--- src/hdl/inverse_square_gravity_accel_core_macros.svh ---
// assertion macros shared by the core's modules
`ifndef INVERSE_SQUARE_GRAVITY_ACCEL_CORE_MACROS_SVH
`define INVERSE_SQUARE_GRAVITY_ACCEL_CORE_MACROS_SVH
`ifndef NO_ASSERTIONS
`define ISGA_ASSERT(lbl, cond) \
  lbl: assert property (@(posedge clk) disable iff (!rst_n) (cond)) \
    else $error("isga check failed");
`define ISGA_IMPLY(lbl, ante, cons) \
  lbl: assert property (@(posedge clk) disable iff (!rst_n) (ante) |=> (cons)) \
    else $error("isga sequence check failed");
`else
`define ISGA_ASSERT(lbl, cond)
`define ISGA_IMPLY(lbl, ante, cons)
`endif
`endif

--- src/hdl/isga_pkg.sv ---
// ----------------------------------------------------------------------------
// isga_pkg
// widths, payload types and register codes of the gravity acceleration core
// ----------------------------------------------------------------------------
package isga_pkg;

  localparam int POS_BITS  = 24;
  localparam int FRAC_DEF  = 16;
  localparam int MAG_W     = POS_BITS;
  localparam int D2_W      = 2 * POS_BITS;
  localparam int ROOT_W    = POS_BITS;
  localparam int REM_W     = ROOT_W + 3;
  localparam int DEN_W     = 3 * POS_BITS;
  localparam int PARAM_W   = 48;
  localparam int HALF_W    = PARAM_W / 2;
  localparam int PART_W    = HALF_W + MAG_W;
  localparam int PROD_W    = PARAM_W + MAG_W;
  localparam int ACC_W     = 48;
  localparam int CFG_AW    = 4;
  localparam int CFG_DW    = 64;
  localparam int CFG_IDX_LSB = 3;

  typedef enum logic {
    REG_GRAV_PARAM = 1'b0
  } cfg_reg_t;

  typedef struct packed {
    logic signed [POS_BITS-1:0] pos_x;
    logic signed [POS_BITS-1:0] pos_y;
    logic signed [POS_BITS-1:0] pos_z;
  } in_t;

  typedef struct packed {
    logic signed [ACC_W-1:0] acc_x;
    logic signed [ACC_W-1:0] acc_y;
    logic signed [ACC_W-1:0] acc_z;
    logic                    saturated;
    logic                    zero_distance;
  } out_t;

  // one stage of the distance pipeline
  typedef struct packed {
    logic [2:0]             neg;
    logic [2:0][MAG_W-1:0]  mag;
    logic [2:0][D2_W-1:0]   sq;
    logic [2:0][PART_W-1:0] plo;
    logic [2:0][PART_W-1:0] phi;
    logic [2:0][PROD_W-1:0] prod;
    logic [D2_W-1:0]        d2;
    logic [REM_W-1:0]       rem;
    logic [ROOT_W-1:0]      root;
    logic [D2_W-1:0]        dlo;
    logic [D2_W-1:0]        dhi;
    logic [DEN_W-1:0]       den;
    logic                   zero;
  } dist_stage_t;

  // hand-off from distance pipeline to divider pipeline
  typedef struct packed {
    logic [2:0][PROD_W-1:0] prod;
    logic [2:0]             neg;
    logic [DEN_W-1:0]       den;
    logic                   zero;
  } dist_t;

endpackage

--- src/hdl/isga_cfg.sv ---
// ----------------------------------------------------------------------------
// isga_cfg
// register file holding the gravitational parameter
// ----------------------------------------------------------------------------
module isga_cfg import isga_pkg::*; (
  input  logic              clk,
  input  logic              rst_n,
  input  logic              psel,
  input  logic              penable,
  input  logic              pwrite,
  input  logic [CFG_AW-1:0] paddr,
  input  logic [CFG_DW-1:0] pwdata,
  output logic [CFG_DW-1:0] prdata,
  output logic              pready,
  output logic [PARAM_W-1:0] grav_param
);

  logic [PARAM_W-1:0] gp_r, gp_nxt;
  cfg_reg_t           sel;

  assign sel    = cfg_reg_t'(paddr[CFG_IDX_LSB]);
  assign pready = 1'b1;

  always_comb begin
    gp_nxt = gp_r;
    if (psel && penable && pwrite) begin
      unique case (sel)
        REG_GRAV_PARAM: gp_nxt = pwdata[PARAM_W-1:0];
        default:        gp_nxt = gp_r;
      endcase
    end
  end

  always_comb begin
    unique case (sel)
      REG_GRAV_PARAM: prdata = CFG_DW'(gp_r);
      default:        prdata = '0;
    endcase
  end

  always_ff @(posedge clk) begin
    if (!rst_n) begin
      gp_r <= '0;
    end else begin
      gp_r <= gp_nxt;
    end
  end

  assign grav_param = gp_r;

endmodule

--- config.mk ---
export PLATFORM = sky130hd
export DESIGN_NAME = isga_cfg
export DESIGN_NICKNAME = d
export VERILOG_FILES = /design/src/hdl/inverse_square_gravity_accel_core_macros.svh /design/src/hdl/isga_pkg.sv /design/src/hdl/isga_cfg.sv
export SDC_FILE = /design/constraint.sdc
export NUM_CORES = 1
export LEC_CHECK = 0
export ABC_CLOCK_PERIOD_IN_PS = 2100
export BUFFER_PORTS_ARGS = -buffer_cell sky130_fd_sc_hd__clkbuf_2
export CORE_MARGIN = 2
export CORE_UTILIZATION = 30
export CTS_CLUSTER_DIAMETER = 40
export DETAILED_ROUTE_END_ITERATION = 10
export SLEW_MARGIN = 20
export SYNTH_ARGS = -nofsm -noshare
export SYNTH_HDL_FRONTEND = slang
export SYNTH_SLANG_ARGS = --single-unit
--- constraint.sdc ---
create_clock -name clk -period 2.1 [get_ports clk]
set_input_delay 0.105 -clock clk [delete_from_list [all_inputs] [get_ports clk]]
set_output_delay 0.105 -clock clk [all_outputs]
set_load 0.03 [all_outputs]
==> results of run 1 <==
-- cells by family after synthesis --
logic type,Yosys count,share of synthesized area
and+or+nand+nor,145,0.285
muxes,48,0.203
DFF,48,0.406
buffers and inverters,39,0.103
other,2,0.00317
-- synthesized netlist by cell type --
| master | n | area [µm²] |
|---|---|---|
| buf_6 | 3 | 33.8 |
| dfxtp_1 | 48 | 961 |
| buf_2 | 2 | 10.0 |
| mux2i_1 | 48 | 480 |
| buf_4 | 19 | 143 |
| and4b_1 | 1 | 10.0 |
| conb_1 | 2 | 7.51 |
| and2b_1 | 4 | 30.0 |
| clkbuf_2 | 1 | 5.00 |
| nand2_1 | 96 | 360 |
| nor2b_1 | 44 | 275 |
| clkbuf_1 | 14 | 52.6 |
-- area by class of cell --
type	count	area [µm²]	share of cell area
multi-input cells	210	1220	0.382
flip-flops and latches	48	961	0.301
repair buffers	152	793	0.248
well taps	102	128	0.0400
clock buffers	8	90.1	0.0282
-- worst max-delay path by stage --
stage             startpoint              to  cells after the start
3_5_place_dp        paddr[3]   grav_param[2]                      4
2_1_floorplan  grav_param[0]       prdata[0]                      1
5_1_grt             paddr[3]      prdata[39]                      4
4_1_cts             paddr[3]      prdata[34]                      4
3_3_place_gp        paddr[3]  grav_param[41]                      4
6_report            paddr[3]      prdata[34]                      4
-- metrics by stage --
stage / hold slack (ps) / total power, µW / setup WS [ps] / std cells
finish: 29.6 / 1800 / 740 / 520
global route: 15.0 / 1900 / 629 / 520
CTS: 15.3 / 1840 / 703 / 520
detailed placement: 341 / 1260 / 640 / 512
global placement: 337 / 1260 / 679 / 512
floorplan: 247 / 1190 / 985 / 297
-- critical path, cell delays in order --
cell      delay, ps
clkbuf_2        350
buf_4           390
and2b_1         220
clkbuf_2        170
-- where the power goes --
part	switching (µW)	internal, µW
clock	290	269
combinational	196	96.8
sequential	14.3	930
total	500	1300
-- metal layers --
metal | share of wire | track usage | vias to the layer above
li1 | - | - | 1114
met1 | 0.42 | 0.142 | 971
met2 | 0.47 | 0.216 | 104
met3 | 0.098 | 0.0448 | 5
met4 | 0.011 | 0.0368 | 0
met5 | 0 | 0 | -
==> summary.txt, run 1 <==
Worst hold path
  – Min-Delay Path Class: input port to register
  – Worst Hold Endpoint: grav_param[13]
  – WHS Path Cells: 3
  – Hold path start: pwdata[13]

Worst setup path
  – Critical R2R Capture: grav_param[24]
  – Worst Path Required: approximately 2000 ps
  – Startpoint Class: input port
  – Crit path kind: input port to primary output
  – Worst r2r path cells: 2
  – Critical Path Fanout Max: 29
  – Reg2reg start: grav_param[24]
  – Worst Setup End Kind: primary output
  – Worst R2R Setup Slack: 1480 ps
  – Critical Path AT: between 1000 and 1500 ps

CTS
  – Post-CTS setup buffers: 0
  – Num Clock Sinks: 48
  – Clk Latency, worst-skew pair: between 200 and 300 ps
  – # hold bufs at CTS: 0
  – CTS Buffer Depth: 2
  – Total CTS buffers: 5
  – Clk root buf: clkbuf_8
  – CTS H-Tree Depth: 2
  – Clk pin slew, worst setup/hold paths: 80 ps
  – CTS tree: yes
  – Cts repair resizes: 0

Detailed routing
  – Iter 0 DRT Violations: 23
  – DR DRC count: 0
  – Final ANT Viol Nets: 0
  – Drt total wl: roughly 5500 µm
  – WL/cell: 10.6 µm
  – Vias per std cell: around 4.2
  – Vias: ~2,200
  – DR pass1 iterations: 4

Logic synthesis
  – Gate count after technology mapping: roughly 280
  – Yosys reg bits: 48
  – Yosys warns: 0
  – Netlist cell types: 12
  – Post-Syn Area: between 2000 and 2500 µm²
  – Register area share after synthesis: 0.406
  – Mapped Avg Cell Area: between 8 and 9 µm²

STA
  – Hold Violations, Final: 0
  – # setup viols final: 0
  – Final Max Tran Viols: 0
  – Tcrit/Tclk final: 0.647
  – RSZ-0062 raised after global routing: false
  – Fmax: 735 MHz
  – Worst Skew: 0 ps
  – TNS Setup: 0 ps
  – Fin crit period: 1360 ps

Status
  – Status: finished, final reports clean

Global routing
  – Largest net degree at the start of global routing: 97
  – Vias in the first global route: 1,950
  – Initial antenna violation count: 0
  – Total GRT Usage: 0.124
  – First-pass GRT wire length: 8690 µm
  – GRT overflow: 0

Die
  – Die H: roughly 93 µm
  – Initial Utilization: 0.308
  – Die W: 92.9 µm
  – Io pins: 186
  – Row count: 32
  – Die area: between 8000 and 9000 µm²
  – Core area: about 7700 µm²

Finish
  – NumNets Final: 490
  – P&R area growth vs syn: 34.8%
  – Inserted Diodes: 0
  – Max reg flops: 48
  – Post-route cell area: about 3200 µm²
  – Util after Layout: 0.415
  – Commonest non-fill, non-tap cell in the layout: clkbuf_2
  – Proportion of layout cells with a drive suffix above 1: 0.380
  – Fillers: 820
  – Most frequent cells in the layout: clkbuf_2 (148), nand2_1 (96), mux2i_1 (48), dfxtp_1 (48), nor2b_1 (44)

Place
  – HPWL Detailed: about 3900 µm
  – Port buffer count: about 150
  – GPL Wtd Cong: around 0.75
  – Placed Area: ~3100 µm²

Run
  – Max-cap violations: 0

Pwr
  – Worst-case vdd ir drop: 0.210 mV
  – Pwr/cell area: ~560 nW/µm²
  – Leak pwr: approximately 0.0016 µW
Note: power is estimated with default switching activity, not from simulation.
==> run 2, diff against run 1 <==
--- a/config.mk
+++ b/config.mk
@@ -5,7 +5,8 @@
 export SDC_FILE = /design/constraint.sdc
 export NUM_CORES = 1
 export LEC_CHECK = 0
-export ABC_CLOCK_PERIOD_IN_PS = 2100
+export ABC_AREA = 1
+export ABC_CLOCK_PERIOD_IN_PS = 1300
 export BUFFER_PORTS_ARGS = -buffer_cell sky130_fd_sc_hd__clkbuf_2
 export CORE_MARGIN = 2
 export CORE_UTILIZATION = 30
==> constraint.sdc (replaced) <==
create_clock -name clk -period 1.3 [get_ports clk]
set_input_delay 0.065 -clock clk [delete_from_list [all_inputs] [get_ports clk]]
set_output_delay 0.065 -clock clk [all_outputs]
set_load 0.03 [all_outputs]
==> run 2 against run 1 <==
Effect of this change:
- flip-flop and latch count unchanged
- clock power up 61%
- critical path depth down 1
- worst hold slack better by 43 ps
- clock skew unchanged
- register-to-register slack worse by 780 ps
- combinational power up 140%
- synthesized cell count up 54%
- first-iteration DRC count rose to 3.1 times the previous value
- die area up 8.4%
- via count up 24%
- highest routed layer unchanged
==> summary.txt, run 2 <==
Detailed routing
  – Vias per std cell: roughly 4.0
  – Final ANT Viol Nets: 0
  – Drt total wl: 6290 µm
  – Iter 0 DRT Violations: between 70 and 80
  – DR DRC count: 0
  – DR pass1 iterations: 4
  – WL/cell: ~9.3 µm
  – Vias: 2,720

Logic synthesis
  – Share of Yosys cell area claimed by the top area cell type: 0.373
  – Netlist cell types: 13
  – Gate count after technology mapping: about 440
  – Largest cells by area after synthesis: dfxtp_1 (37%), nor2_1 (21%), inv_1 (14%)
  – Most frequent cells after synthesis: nor2_1 (145), inv_1 (98), nand2_1 (50)
  – Post-synth top area cell: dfxtp_1
  – Yosys warns: 0
  – Prevailing post-synth register cell: dfxtp_1
  – Post-synth EDFFs: 0
  – Register area share after synthesis: 0.373
  – Yosys reg bits: between 40 and 50
  – Post-Syn Area: approximately 2600 µm²
  – Mapped Avg Cell Area: about 6 µm²
  – Ys async rst share: 0
  – Count leader, synth: nor2_1

Worst setup path
  – Critical Path AT: 1030 ps
  – Startpoint Class: register
  – Critical Path Fanout Max: 3
  – Worst r2r path cells: 2
  – Worst R2R Setup Slack: approximately 700 ps
  – Reg2reg start: grav_param[46]
  – Worst Path Required: between 1000 and 1500 ps
  – Worst Setup End Kind: primary output
  – CP startpoint: grav_param[15]
  – Crit path kind: register to primary output

Finish
  – NumNets Final: 643
  – Fillers: between 900 and 1,000
  – Storage element area: between 900 and 1000 µm²
  – Multi-input logic area: roughly 1100 µm²
  – Most frequent cells in the layout: clkbuf_2 (149), nor2_1 (144), inv_1 (98)
  – Commonest non-fill, non-tap cell in the layout: clkbuf_2
  – Inserted Diodes: 0
  – Max reg flops: 48
  – P&R area growth vs syn: 33.9%
  – Util after Layout: 0.418
  – Proportion of layout cells with a drive suffix above 1: 0.287

CTS
  – CTS Buffer Depth: 2
  – Cts repair resizes: 0
  – CTS H-Tree Depth: 2
  – Num Clock Sinks: 48
  – Total CTS buffers: 5
  – Clk Latency, worst-skew pair: 290 ps
  – Clk pin slew, worst setup/hold paths: approximately 80 ps
  – # hold bufs at CTS: 0
  – Clk root buf: clkbuf_8
  – CTS tree: yes
  – Post-CTS setup buffers: 0

Run
  – Max-cap violations: 0

Pwr
  – Leak pwr: slightly below 0.002 µW
  – Worst-case vdd ir drop: ~0.38 mV
  – Pwr Total: 3150 µW
  – Pwr/cell area: roughly 910 nW/µm²

Global routing
  – Vias in the first global route: 2,424
  – Total GRT Usage: 0.136
  – First-pass GRT wire length: ~11,000 µm
  – Largest net degree at the start of global routing: 49
  – GRT overflow: 0
  – Initial antenna violation count: 0

STA
  – Fin crit period: about 1100 ps
  – # setup viols final: 0
  – RSZ-0062 raised after global routing: false
  – Worst Skew: 0 ps
  – Hold Violations, Final: 0
  – Tcrit/Tclk final: 0.844
  – TNS Setup: 0 ps
  – Fmax: 911 MHz
  – Final Max Tran Viols: 0

Place
  – HPWL Detailed: roughly 4500 µm
  – GPL Wtd Cong: 0.754
  – Port buffer count: 149

Worst hold path
  – Min-Delay Path Class: input port to register
  – Hold path start: pwdata[11]
  – WHS Path Cells: 5

Die
  – Row count: 33
  – Io pins: roughly 190
  – Initial Utilization: 0.312
  – Die H: 96.7 µm
  – Core area: 8260 µm²
  – Die W: 96.7 µm
  – Die area: slightly above 9000 µm²

Status
  – Status: finished, final reports clean
==> run 2: changes by cell type after synthesis, moves of 2 or more <==
cell	before	now
and2b_1	4	0
buf_1	0	4
buf_2	2	11
buf_4	19	21
buf_6	3	1
clkbuf_1	14	5
inv_1	0	98
mux2i_1	48	0
nand2_1	96	50
nand3_1	0	48
nor2_1	0	145
nor2b_1	44	0
==> run 2: final cells by class <==
class	instances	area share
Timing Repair Buffer	155	0.244
Sequential cell	48	0.279
Tap cell	105	0.0381
Inverter	99	0.108
Clock buffer	8	0.0261
Multi-Input combinational cell	261	0.306
==> run 2: power by group <==
part / internal (µW) / total, µW / switching [µW]
Combinational: 214 / 692 / 477
Sequential: 1520 / 1560 / 38.9
Clock: 435 / 902 / 467
Total: 2170 / 3150 / 984
==> run 2: worst max-delay path: stages (launching register included) <==
cell and delay (ps):
dfxtp_1 360, inv_1 50, nor2_1 110, clkbuf_2 220
==> run 2: logic make-up (layout without fill, tap and decap cells) <==
| logic type | Yosys count | after routing | synth area share |
|---|---|---|---|
| flops | 48 | 48 | 0.373 |
| simple gates | 244 | 244 | 0.380 |
| buf+inv | 141 | 262 | 0.244 |
| other cells | 2 | 17 | 0.00292 |
==> run 2: metrics by stage <==
stage / std cells / area, µm² / hold WS, ps / setup WS (ps)
finish: 676 / 3450 / 72.9 / 202
CTS: 676 / 3450 / 58.0 / 180
detailed placement: 668 / 3360 / 382 / 367
global route: 676 / 3450 / 72.6 / 126
global placement: 668 / 3360 / 379 / 369
floorplan: 450 / 2630 / 284 / 257
==> run 2: final timing paths <==
check	endpoint
setup / recovery	prdata[15]
hold / removal	grav_param[11]
setup reg to reg	grav_param[46]
hold reg to reg	grav_param[36]
==> run 2: metal layers <==
metal  share of wire  GRT usage
met1            0.46      0.172
met2            0.46      0.237
met3           0.079     0.0289
met4          0.0040     0.0293
met5               0          0
